<file path="config.mk">
export PLATFORM = sky130hd
export DESIGN_NAME = oaht_hash
export DESIGN_NICKNAME = d
export VERILOG_FILES = /design/src/rtl/oaht_pkg.sv /design/src/rtl/oaht_hash.sv
export SDC_FILE = /design/constraint.sdc
export NUM_CORES = 1
export LEC_CHECK = 0
export BUFFER_PORTS_ARGS = -buffer_cell sky130_fd_sc_hd__buf_2
export CORE_MARGIN = 1
export CORE_UTILIZATION = 66
export CTS_CLUSTER_SIZE = 16
export DETAILED_ROUTE_END_ITERATION = 6
export HOLD_SLACK_MARGIN = 0.03
export PLACE_DENSITY = 0.91
export SYNTH_ARGS = -nofsm -noshare
export SYNTH_HDL_FRONTEND = slang
export SYNTH_SLANG_ARGS = --single-unit
</file>
<file path="constraint.sdc">
create_clock -name clk -period 8.9 [get_ports clk]
set_clock_uncertainty 0.2 [all_clocks]
set_input_delay 0.89 -clock clk [delete_from_list [all_inputs] [get_ports clk]]
set_output_delay 0.89 -clock clk [all_outputs]
set_load 0.03 [all_outputs]
</file>
<file path="src/rtl/oaht_pkg.sv">
// Package: shared constants, codes and types of the open-addressing hash table.
`timescale 1ns / 1ps
package oaht_pkg;

  // Table geometry
  localparam int CAPACITY = 1024;
  localparam int IDX_W    = $clog2(CAPACITY);
  // floor(log2(CAPACITY)): number of hash bits taken from the product
  localparam int HASH_L   = $clog2(CAPACITY + 1) - 1;
  localparam int CNT_W    = $clog2(CAPACITY + 1);

  // Golden-ratio fraction (sqrt(5)-1)/2 in unsigned 0.32 fixed point
  localparam logic [31:0] GOLDEN_Q32 = 32'd2654435769;

  localparam int KEY_W = 31;
  localparam int VAL_W = 31;

  // Operation codes
  localparam logic [1:0] FN_ADD    = 2'd0;
  localparam logic [1:0] FN_DELETE = 2'd1;
  localparam logic [1:0] FN_SET    = 2'd2;
  localparam logic [1:0] FN_QUERY  = 2'd3;

  // Result status codes
  localparam logic [1:0] ST_OK      = 2'd0;
  localparam logic [1:0] ST_INVALID = 2'd1;
  localparam logic [1:0] ST_FAIL    = 2'd2;

  // Slot marks; the unused fourth code behaves as a tombstone
  localparam logic [1:0] MK_EMPTY = 2'd0;
  localparam logic [1:0] MK_LIVE  = 2'd1;
  localparam logic [1:0] MK_TOMB  = 2'd2;

  // One stored record
  typedef struct packed {
    logic [KEY_W-1:0] key;
    logic [VAL_W-1:0] center;
    logic [VAL_W-1:0] load;
  } oaht_rec_t;

  // Access request from the controller to the slot store
  typedef struct packed {
    logic             rd_en;
    logic [IDX_W-1:0] rd_addr;
    logic [IDX_W-1:0] wr_addr;
    logic             mark_we;
    logic [1:0]       mark_wdata;
    logic             rec_we;
    oaht_rec_t        rec_wdata;
  } oaht_req_t;

  // Read data and status returned by the slot store
  typedef struct packed {
    logic [1:0] mark;
    oaht_rec_t  rec;
    logic       clr_busy;
  } oaht_rsp_t;

endpackage

</file>
<file path="src/rtl/oaht_hash.sv">
// Fibonacci multiplicative hash unit: registered home slot of a key.
`timescale 1ns / 1ps
module oaht_hash (
  input  logic                      clk,
  input  logic                      load,
  input  logic [31:0]               key,
  output logic [oaht_pkg::IDX_W-1:0] home
);
  import oaht_pkg::*;

  logic [31:0] prod;

  // Capture the low word of key * golden fraction
  always_ff @(posedge clk) begin
    if (load) begin
      prod <= key * GOLDEN_Q32;
    end
  end

  // Take the top hash bits as the home slot
  assign home = IDX_W'(prod[31 -: HASH_L]);

endmodule

</file>
==> results_tabular.tex, run 1 <==
\begin{tabular}{lr}
\hline
Metric & Value \\
\hline
\multicolumn{2}{l}{\textbf{Timing}} \\
\quad Rel. slew slack & 0.6750 \\
\quad Final Max Slew Viols & 0 \\
\quad Final critical path time including I/O delays and setup & 7.196 ns \\
\quad Share of the cycle needed by the critical path after routing & 0.8085 \\
\quad Worst path setup slack after routing & roughly 1.7 ns \\
\quad RSZ-0062 raised after global routing & no \\
\quad Transition time at the pin with the least slew margin & roughly 0.48 ns \\
\quad Final hold violation count & 0 \\
\quad Max Freq & 139.0 MHz \\
\quad Total setup violations reported at the end of the flow & 0 \\
\quad Setup TNS after final layout & 0 ns \\
\multicolumn{2}{l}{\textbf{Cells and area}} \\
\quad Max reg flops & 10 \\
\quad Growth of design area from synthesis to finish & 5.513\% \\
\quad FILL cells & 974 \\
\quad Share of post-route cells with drive strength above 1 & 0.05954 \\
\quad Inserted Diodes & 0 \\
\quad Fin nets & between 1000 and 1500 \\
\quad Biggest regs & prod x10 \\
\quad Register name with the most flops & prod \\
\quad Final standard cell utilization of the core & 0.7160 \\
\multicolumn{2}{l}{\textbf{Clocking}} \\
\quad Clk root buf & clkbuf\_16 \\
\quad TritonCTS buffer count & 3 \\
\quad Maximum buffer depth of the clock tree & 2 \\
\quad Clock H-tree levels & 1 \\
\quad TritonCTS clock tree & yes \\
\quad Post-CTS Setup Inserts & 0 \\
\quad Cells resized by post-CTS repair & 0 \\
\quad Clock-pin slew on the worst setup and hold paths & roughly 0.040 ns \\
\quad Count of hold-fix buffers inserted at cts & 0 \\
\quad Sink count of the clock tree & 10 \\
\multicolumn{2}{l}{\textbf{Route}} \\
\quad Number of remaining DRC errors & 0 \\
\quad Antenna Violating Nets Remaining & 0 \\
\quad Final routed wire length divided by cell count & 21.39 um \\
\quad Average via count per standard cell & $\sim$5.6 \\
\quad Violation count after the first detailed-route iteration & between 300 and 400 \\
\quad Initial DRT Pass Iterations & 4 \\
\quad Final routed wirelength across all metal layers & $\sim$23000 um \\
\quad Via Count & approximately 6100 \\
\multicolumn{2}{l}{\textbf{Synthesis}} \\
\quad Count of flip-flops with a built-in enable after synthesis & 10 \\
\quad Seq cells post-synth & 10 \\
\quad Post-Synthesis Mean Instance Area & 10.95 um2 \\
\quad Register area share after synthesis & 0.03188 \\
\quad Combinational family with the most area after synthesis & adder cells \\
\quad Area fraction in compound gates after synthesis & 0.04025 \\
\quad Arithmetic-cell share of the synthesized area counting full adders, half adders and majority gates & 0.7503 \\
\quad Cell count after synthesis & between 800 and 900 \\
\quad Area share of xor/xnor cells in the synthesized design & 0.04277 \\
\quad Async set-reset flop share out of synthesis & 0 \\
\quad Total of warnings raised by yosys & 0 \\
\quad Most used flip-flop cell after synthesis & edfxtp\_1 \\
\quad Post-Synthesis Cell Area & 0.009419 mm2 \\
\quad Multiplexer share of the synthesized area & 0 \\
\quad Simple-gate area share of the yosys netlist & 0.01886 \\
\quad Post-synthesis net count & roughly 1300 \\
\quad Number of distinct library cells after synthesis & 38 \\
\multicolumn{2}{l}{\textbf{Setup path}} \\
\quad Kind of launch point of the worst setup path & input pin \\
\quad Startpoint-to-endpoint class of the critical path & input pin to flip-flop \\
\quad Worst Path Arrival & around 7.1 ns \\
\quad Sort of element at the end of the critical path & flip-flop \\
\quad Worst Path Required & 8.80 ns \\
\quad Critical path fanouts, max & 8 \\
\multicolumn{2}{l}{\textbf{Die}} \\
\quad Effective utilization at floorplan & 0.6786 \\
\quad Horiz. Die Dim & 121.5 um \\
\quad Placeable core area & 0.01388 mm2 \\
\quad Row cnt & 43 \\
\quad Die Outline Area & around 0.015 mm2 \\
\quad Ports placed on the boundary & 44 \\
\quad Overall die height & about 120 um \\
\multicolumn{2}{l}{\textbf{Placement}} \\
\quad Minimum setup slack after placement & $\sim$1.5 ns \\
\quad Placer Congestion & roughly 0.94 \\
\quad Placed wire-length estimate & approximately 22000 um \\
\quad Number of buffers added on ports & 43 \\
\multicolumn{2}{l}{\textbf{Global routing}} \\
\quad Global-route congestion overflow total & 0 \\
\quad Global-route wire length before repair & about 38000 um \\
\quad Antenna violations before repair & 0 \\
\quad Pin count of the biggest net entering global routing & 12 \\
\quad Via count of the first global-routing pass & about 7000 \\
\quad Global-route usage over all layers & 0.3528 \\
\multicolumn{2}{l}{\textbf{Run status}} \\
\quad Run status & complete, no violations \\
\multicolumn{2}{l}{\textbf{Run}} \\
\quad Max-cap violations & 0 \\
\multicolumn{2}{l}{\textbf{Worst hold path}} \\
\quad Classification of the worst-slack hold path & input pin to flip-flop \\
\hline
\end{tabular}
## through the flow
step / cells / cell area, um2 / hold WS (ns)
4_1_cts: 1087 / 9938 / 0.8226
2_1_floorplan: 860 / 9419 / 0.8025
5_1_grt: 1087 / 9938 / 0.8423
3_5_place_dp: 1083 / 9859 / 1.063
3_3_place_gp: 1083 / 9859 / 1.065
6_report: 1087 / 9938 / 0.8223
## layer usage
layer  GRT usage  wire length (um)
met1      0.4469              8811
met2      0.6033             11810
met3     0.07801              1767
met4     0.09954               798
met5     0.03676                63
## layout make-up
class / instances / area, um2 / area share
multi-input cells: 559 / 8026 / 0.8076
inverters: 291 / 1092 / 0.1099
well taps: 180 / 225.2 / 0.02266
repair buffers: 43 / 215.2 / 0.02165
clock buffers: 3 / 75.07 / 0.007554
flip-flops and latches: 10 / 300.3 / 0.03022
clock inverters: 1 / 3.754 / 0.0003777
## cells by family after synthesis
logic type                 Yosys count
xor gates and xnor gates            46
AOI/OAI and AO/OA                   49
DFF                                 10
adders and majority gates          428
and+or+nand+nor                     36
buffers and inverters              291
## critical path: stages
cell	delay, ns
buf_2	0.21
inv_1	0.15
fa_1	0.53
inv_1	0.06
fa_1	0.41
fa_1	0.50
inv_1	0.05
fa_1	0.47
inv_1	0.06
fa_1	0.50
inv_1	0.06
fa_1	0.53
inv_1	0.05
fa_1	0.49
fa_1	0.42
ha_1	0.33
and4_1	0.24
nand3_1	0.13
o22ai_1	0.31
o211ai_2	0.19
a2111o_1	0.44
nand3_1	0.07
## worst paths after layout
check	start	end	slack, ns	cells after the start
max	key[5]	prod[30]	1.70	22
min	load	prod[28]	0.82	1
## synth_stat cells, drive strengths merged (3+ instances only)
cell    instances  area (um2)
inv           291        1092
fa            228        4564
ha            200        2502
xnor2          37       324.1
a21o           16       120.1
nor2           11       41.29
a21oi          10       61.31
edfxtp         10       300.3
xor2            9       78.83
nand2           6       25.03
nand3           6       30.03
o21ai           5       25.02
nand4           4       25.02
a211oi          3       27.52
nor3            3       15.01
## cell usage in the layout, fill, tap and decap left out, types with 2 or more instances in the layout
| master | n |
|---|---|
| a211oi_1 | 2 |
| a21o_1 | 16 |
| a21oi_1 | 9 |
| and3_1 | 2 |
| buf_2 | 43 |
| clkbuf_16 | 3 |
| edfxtp_1 | 10 |
| fa_1 | 228 |
| ha_1 | 200 |
| inv_1 | 291 |
| nand2_1 | 5 |
| nand3_1 | 6 |
| nand4_1 | 4 |
| nor2_1 | 11 |
| nor3_1 | 3 |
| o21ai_0 | 3 |
| o21ai_1 | 2 |
| o21bai_1 | 2 |
| xnor2_1 | 37 |
| xor2_1 | 9 |
Power of run 1 is not shown: default switching activity piles up to over one toggle a cycle in this logic, so the estimate is an artifact.
==> run 2: changes to the inputs <==
--- a/config.mk
+++ b/config.mk
@@ -5,6 +5,7 @@
 export SDC_FILE = /design/constraint.sdc
 export NUM_CORES = 1
 export LEC_CHECK = 0
+export ABC_AREA = 1
 export BUFFER_PORTS_ARGS = -buffer_cell sky130_fd_sc_hd__buf_2
 export CORE_MARGIN = 1
 export CORE_UTILIZATION = 66
==> constraint.sdc (replaced) <==
create_clock -name clk -period 6.89 [get_ports clk]
set_clock_uncertainty 0.2 [all_clocks]
set_input_delay 0.689 -clock clk [delete_from_list [all_inputs] [get_ports clk]]
set_output_delay 0.689 -clock clk [all_outputs]
set_load 0.03 [all_outputs]
==> results_tabular.tex, run 2 <==
\begin{tabular}{lr}
\hline
Metric & Value \\
\hline
\multicolumn{2}{l}{\textbf{Synthesis}} \\
\quad Post-Synthesis Mean Instance Area & 9.830 um2 \\
\quad Area share of xor/xnor cells in the synthesized design & 0.02773 \\
\quad Total of warnings raised by yosys & 0 \\
\quad Number of distinct library cells after synthesis & 30 \\
\quad Post-Synthesis Cell Area & between 0.009 and 0.01 mm2 \\
\quad Async set-reset flop share out of synthesis & 0 \\
\quad Post-synthesis net count & approximately 1500 \\
\quad Most used flip-flop cell after synthesis & edfxtp\_1 \\
\quad Combinational family with the most area after synthesis & adder cells \\
\quad Cell with the most instances after synthesis & inv\_1 \\
\quad Cell taking the most area after synthesis & fa\_1 \\
\quad Area fraction in compound gates after synthesis & 0.03335 \\
\quad Cell count after synthesis & roughly 1000 \\
\quad Dominant cells by area after synthesis & fa\_1 47\%, ha\_1 26\%, inv\_1 12\% \\
\quad Simple-gate area share of the yosys netlist & 0.06147 \\
\quad Top cell type's share of synthesized area & 0.4662 \\
\quad Multiplexer share of the synthesized area & 0 \\
\quad Count of flip-flops with a built-in enable after synthesis & 10 \\
\quad Top cells by count, synth & 325 x inv\_1, 228 x fa\_1, 200 x ha\_1, 94 x nand2\_1, 27 x a21oi\_1 \\
\quad Arithmetic-cell share of the synthesized area counting full adders, half adders and majority gates & 0.7218 \\
\quad Seq cells post-synth & 10 \\
\quad Register area share after synthesis & 0.03067 \\
\multicolumn{2}{l}{\textbf{Route}} \\
\quad Initial DRT Pass Iterations & 7 \\
\quad Antenna Violating Nets Remaining & 0 \\
\quad Number of remaining DRC errors & 0 \\
\quad Final routed wire length divided by cell count & $\sim$20 um \\
\quad Via Count & 7085 \\
\quad Final routed wirelength across all metal layers & approximately 25000 um \\
\quad Average via count per standard cell & 5.614 \\
\quad Violation count after the first detailed-route iteration & roughly 510 \\
\multicolumn{2}{l}{\textbf{Die}} \\
\quad Effective utilization at floorplan & 0.6762 \\
\quad Placeable core area & between 0.01 and 0.015 mm2 \\
\quad Overall die height & $\sim$120 um \\
\quad Row cnt & 44 \\
\quad Ports placed on the boundary & between 40 and 50 \\
\quad Horiz. Die Dim & approximately 120 um \\
\quad Die Outline Area & roughly 0.015 mm2 \\
\multicolumn{2}{l}{\textbf{Cells and area}} \\
\quad Biggest regs & prod x10 \\
\quad Growth of design area from synthesis to finish & 8.971\% \\
\quad Number of non-filler instances in the completed layout & between 1000 and 1500 \\
\quad Final standard cell utilization of the core & 0.7369 \\
\quad Fin nets & $\sim$1500 \\
\quad Max reg flops & 10 \\
\quad Share of post-route cells with drive strength above 1 & 0.09647 \\
\quad Commonest non-fill, non-tap cell in the layout & inv\_1 \\
\quad Most frequent cells in the layout & 321 x inv\_1, 228 x fa\_1, 196 x ha\_1 \\
\quad Inserted Diodes & 0 \\
\quad Register name with the most flops & prod \\
\multicolumn{2}{l}{\textbf{Global routing}} \\
\quad Via count of the first global-routing pass & approximately 8200 \\
\quad Global-route congestion overflow total & 0 \\
\quad Antenna violations before repair & 0 \\
\quad Pin count of the biggest net entering global routing & 11 \\
\quad Global-route usage over all layers & 0.3703 \\
\quad Global-route wire length before repair & between 40000 and 50000 um \\
\multicolumn{2}{l}{\textbf{Clocking}} \\
\quad Count of hold-fix buffers inserted at cts & 0 \\
\quad Clock H-tree levels & 1 \\
\quad Maximum buffer depth of the clock tree & 2 \\
\quad TritonCTS clock tree & yes \\
\quad Clock-pin slew on the worst setup and hold paths & roughly 0.040 ns \\
\quad Sink count of the clock tree & 10 \\
\quad TritonCTS buffer count & 3 \\
\quad Clk root buf & clkbuf\_16 \\
\multicolumn{2}{l}{\textbf{Worst hold path}} \\
\quad Classification of the worst-slack hold path & input pin to flip-flop \\
\multicolumn{2}{l}{\textbf{Setup path}} \\
\quad Startpoint-to-endpoint class of the critical path & input pin to flip-flop \\
\quad Worst Path Arrival & 6.48 ns \\
\quad Sort of element at the end of the critical path & flip-flop \\
\quad Critical path fanouts, max & 5 \\
\quad Worst Path Required & roughly 6.7 ns \\
\quad Kind of launch point of the worst setup path & input pin \\
\multicolumn{2}{l}{\textbf{Timing}} \\
\quad Rel. slew slack & 0.6798 \\
\quad Max Freq & 149.1 MHz \\
\quad Final critical path time including I/O delays and setup & around 6.7 ns \\
\quad Transition time at the pin with the least slew margin & between 0.4 and 0.5 ns \\
\quad Total setup violations reported at the end of the flow & 0 \\
\quad Worst path setup slack after routing & around 0.18 ns \\
\quad Share of the cycle needed by the critical path after routing & 0.9733 \\
\quad Final Max Slew Viols & 0 \\
\quad Worst Hold Slack & roughly 0.63 ns \\
\quad Final hold violation count & 0 \\
\multicolumn{2}{l}{\textbf{Placement}} \\
\quad Placed Cells incl. Taps & about 1300 \\
\quad Placer Congestion & 1.019 \\
\quad Placed wire-length estimate & around 23000 um \\
\quad Minimum setup slack after placement & -0.1167 ns \\
\quad Number of buffers added on ports & 43 \\
\multicolumn{2}{l}{\textbf{Run}} \\
\quad Max-cap violations & 0 \\
\multicolumn{2}{l}{\textbf{Run status}} \\
\quad Run status & complete, no violations \\
\hline
\end{tabular}
run 2: layer usage:
metal	GRT usage	vias up	share of wire
met5	0	-	0
met3	0.04396	90	0.061
li1	-	3141	-
met1	0.4626	3518	0.39
met4	0.1702	0	0.053
met2	0.6434	336	0.50
run 2: path summary, 6_finish.rpt:
kind / slack, ns / to / cells past startpoint / from
worst min-delay path: 0.63 / prod[27] / 1 / load
worst max-delay path: 0.18 / prod[30] / 19 / key[11]
run 2: critical path, cell delays in order:
cell and delay [ns]:
buf_2 0.17, clkinvlp_4 0.23, buf_4 0.20, fa_1 0.52, fa_1 0.44, fa_1 0.49, fa_1 0.51, inv_1 0.10
fa_1 0.45, fa_1 0.57, fa_1 0.45, fa_1 0.45, ha_1 0.37, nand2_1 0.12, nor2_2 0.19, nand2_1 0.07
or2_1 0.24, o211ai_1 0.12, xor2_1 0.10
run 2: final cells by class:
class	count	area (um2)
Multi-Input combinational cell	660	8341
Fill cell	970	3810
Inverter	326	1239
Timing Repair Buffer	78	480.5
Sequential cell	10	300.3
Tap cell	184	230.2
Clock buffer	3	75.07
Clock inverter	1	3.754
run 2: logic make-up (layout without fill, tap and decap cells):
family	after synthesis	in the layout
buffers and inverters	326	408
adder cells (fa/ha/maj)	428	428
XOR/XNOR	31	31
AO/OA/AOI/OAI	57	57
flip-flops	10	10
AND/OR/NAND/NOR	144	144
run 2: what timing repair did:
action,in CTS,in global routing
endpoints found under the setup margin,0,5
buffers inserted,0,8
gates resized for setup,0,17
run 2: per-stage QoR:
| stage | area, um2 | setup TNS, ns |
|---|---|---|
| 2_1_floorplan | 9791 | 0 |
| 3_3_place_gp | 10440 | 0 |
| 3_5_place_dp | 10440 | -0.3129 |
| 4_1_cts | 10520 | 0 |
| 5_1_grt | 10670 | -0.1844 |
| 6_report | 10670 | 0 |
Power of run 2 is left out for the same reason.
==> run 3: changes to the inputs <==
==> constraint.sdc (replaced) <==
create_clock -name clk -period 6.4 [get_ports clk]
set_clock_uncertainty 0.2 [all_clocks]
set_input_delay 0.64 -clock clk [delete_from_list [all_inputs] [get_ports clk]]
set_output_delay 0.64 -clock clk [all_outputs]
set_load 0.03 [all_outputs]
==> results_tabular.tex, run 3 (synthesized netlist as in run 2, its figures left out) <==
\begin{tabular}{lr}
\hline
Metric & Value \\
\hline
\multicolumn{2}{l}{\textbf{Run}} \\
\quad Max-cap violations & 0 \\
\multicolumn{2}{l}{\textbf{Global routing}} \\
\quad Global-route usage over all layers & 0.4004 \\
\quad Via count of the first global-routing pass & 8502 \\
\quad Antenna violations before repair & 0 \\
\quad Global-route congestion overflow total & 0 \\
\quad Global-route wire length before repair & between 40000 and 50000 um \\
\quad Pin count of the biggest net entering global routing & 11 \\
\multicolumn{2}{l}{\textbf{Timing}} \\
\quad Max Freq & about 150 MHz \\
\quad Transition time at the pin with the least slew margin & roughly 0.62 ns \\
\quad Final critical path time including I/O delays and setup & $\sim$6.6 ns \\
\quad RSZ-0062 raised after global routing & yes \\
\quad Worst path setup slack after routing & -0.2483 ns \\
\quad Final hold violation count & 0 \\
\quad Rel. slew slack & 0.5839 \\
\quad Total setup violations reported at the end of the flow & 10 \\
\quad Final Max Slew Viols & 0 \\
\quad Share of the cycle needed by the critical path after routing & 1.039 \\
\multicolumn{2}{l}{\textbf{Placement}} \\
\quad Placed Cells incl. Taps & about 1300 \\
\quad Number of buffers added on ports & 43 \\
\quad Placer Congestion & between 0.9 and 1 \\
\quad Placed wire-length estimate & $\sim$24000 um \\
\multicolumn{2}{l}{\textbf{Setup path}} \\
\quad Max stage delay on crit path & between 0.5 and 0.6 ns \\
\quad Kind of launch point of the worst setup path & input pin \\
\quad Startpoint-to-endpoint class of the critical path & input pin to flip-flop \\
\quad Most common cell on crit path & fa\_1 \\
\quad Critical path cell sequence & buf\_8 > inv\_4 > fa\_1 > inv\_2 > fa\_2 > fa\_1 > inv\_2 > fa\_1 > inv\_1 > fa\_1 > inv\_2 > fa\_1 > inv\_2 > fa\_1 > fa\_1 > ha\_4 > a21oi\_2 > o21ai\_1 > a21oi\_1 > nand3\_2 > buf\_6 > buf\_6 > xor2\_1 \\
\quad Worst Path Required & 6.19 ns \\
\quad Sort of element at the end of the critical path & flip-flop \\
\quad Crit path launch & key[6] \\
\quad Critical path's slowest cell & fa\_1 \\
\quad Critical path fanouts, max & 3 \\
\quad Worst Path Arrival & roughly 6.4 ns \\
\multicolumn{2}{l}{\textbf{Clocking}} \\
\quad TritonCTS buffer count & 3 \\
\quad Clk root buf & clkbuf\_16 \\
\quad TritonCTS clock tree & yes \\
\quad Sink count of the clock tree & 10 \\
\quad Count of hold-fix buffers inserted at cts & 0 \\
\quad Clock H-tree levels & 1 \\
\quad Maximum buffer depth of the clock tree & 2 \\
\quad Clock-pin slew on the worst setup and hold paths & 0.04 ns \\
\multicolumn{2}{l}{\textbf{Cells and area}} \\
\quad Most frequent cells in the layout & 304 x inv\_1, 222 x fa\_1, 190 x ha\_1 \\
\quad Share of post-route cells with drive strength above 1 & 0.1876 \\
\quad FILL cells & between 800 and 900 \\
\quad Inserted Diodes & 0 \\
\quad Max reg flops & 10 \\
\quad Fin nets & roughly 1600 \\
\quad Area of combinational cells with multiple inputs & 0.008544 mm2 \\
\quad Growth of design area from synthesis to finish & 16.09\% \\
\quad Footprint of the flip-flops and latches & between 300 and 400 um2 \\
\quad Number of non-filler instances in the completed layout & $\sim$1300 \\
\quad Register name with the most flops & prod \\
\quad Biggest regs & prod x10 \\
\quad Commonest non-fill, non-tap cell in the layout & inv\_1 \\
\multicolumn{2}{l}{\textbf{Die}} \\
\quad Overall die height & $\sim$120 um \\
\quad Die Outline Area & 0.01533 mm2 \\
\quad Placeable core area & around 0.014 mm2 \\
\quad Effective utilization at floorplan & 0.6762 \\
\quad Ports placed on the boundary & 44 \\
\quad Row cnt & 44 \\
\quad Horiz. Die Dim & 123.8 um \\
\multicolumn{2}{l}{\textbf{Run status}} \\
\quad Run status & finished with violations \\
\quad Violations in the final reports & negative setup slack \\
\multicolumn{2}{l}{\textbf{Route}} \\
\quad Average via count per standard cell & 5.776 \\
\quad Initial DRT Pass Iterations & 5 \\
\quad Final routed wire length divided by cell count & $\sim$21 um \\
\quad Violation count after the first detailed-route iteration & $\sim$550 \\
\quad Antenna Violating Nets Remaining & 0 \\
\quad Number of remaining DRC errors & 0 \\
\quad Final routed wirelength across all metal layers & approximately 28000 um \\
\quad Via Count & between 7000 and 8000 \\
\multicolumn{2}{l}{\textbf{Worst hold path}} \\
\quad Worst min-delay path startpoint & load \\
\quad Classification of the worst-slack hold path & input pin to flip-flop \\
\hline
\end{tabular}
==> run 3: path summary, 6_finish.rpt <==
check | end | depth (start not counted)
setup / recovery | prod[23] | 23
hold / removal | prod[26] | 1
==> run 3: layer usage <==
layer / wire, um / vias to the layer above / part of all wire / global-route usage
met4: 2279 / 0 / 0.082 / 0.2553
met3: 2084 / 177 / 0.075 / 0.06593
met5: 0 / - / 0 / 0
met2: 13510 / 480 / 0.49 / 0.6792
met1: 9918 / 3722 / 0.36 / 0.4736
li1: - / 3274 / - / -
==> run 3: final cells by class <==
class	instances	area share
Multi-Input combinational cell	660	0.7518
Sequential cell	10	0.02642
Inverter	326	0.1082
Tap cell	184	0.02026
Clock buffer	3	0.006605
Clock inverter	1	0.0003303
Timing Repair Buffer	141	0.08642
==> run 3: worst max-delay path: cells and delay by family <==
family | cells | cell delay (ns)
AO/OA/AOI/OAI | 3 | 0.51
XOR/XNOR | 1 | 0.15
adder cells (fa/ha/maj) | 9 | 4.34
buffers and inverters | 9 | 0.61
AND/OR/NAND/NOR | 1 | 0.19
==> run 3: metrics by stage <==
step | hold WS, ns | worst slack (ns) | TNS, ns | utilization | instance area, um2
CTS | 0.5763 | 0.004015 | 0 | 0.7745 | 11210
global route | 0.5807 | -0.4521 | -3.129 | 0.7850 | 11370
floorplan | 0.5525 | 0.03311 | 0 | - | 9791
finish | 0.5792 | -0.2483 | -1.360 | 0.7850 | 11370
global placement | 0.8181 | -0.2743 | -2.047 | 0.7552 | 10930
detailed placement | 0.8179 | -0.4018 | -3.307 | 0.7552 | 10930
==> run 3: what timing repair did <==
item | in CTS | in global routing
cloned | 0 | 0
setup buffers | 3 | 2
setup endpoints to repair | 8 | 10
resized for setup | 37 | 41
pin swaps | 21 | 25
Power of run 3 is left out for the same reason.
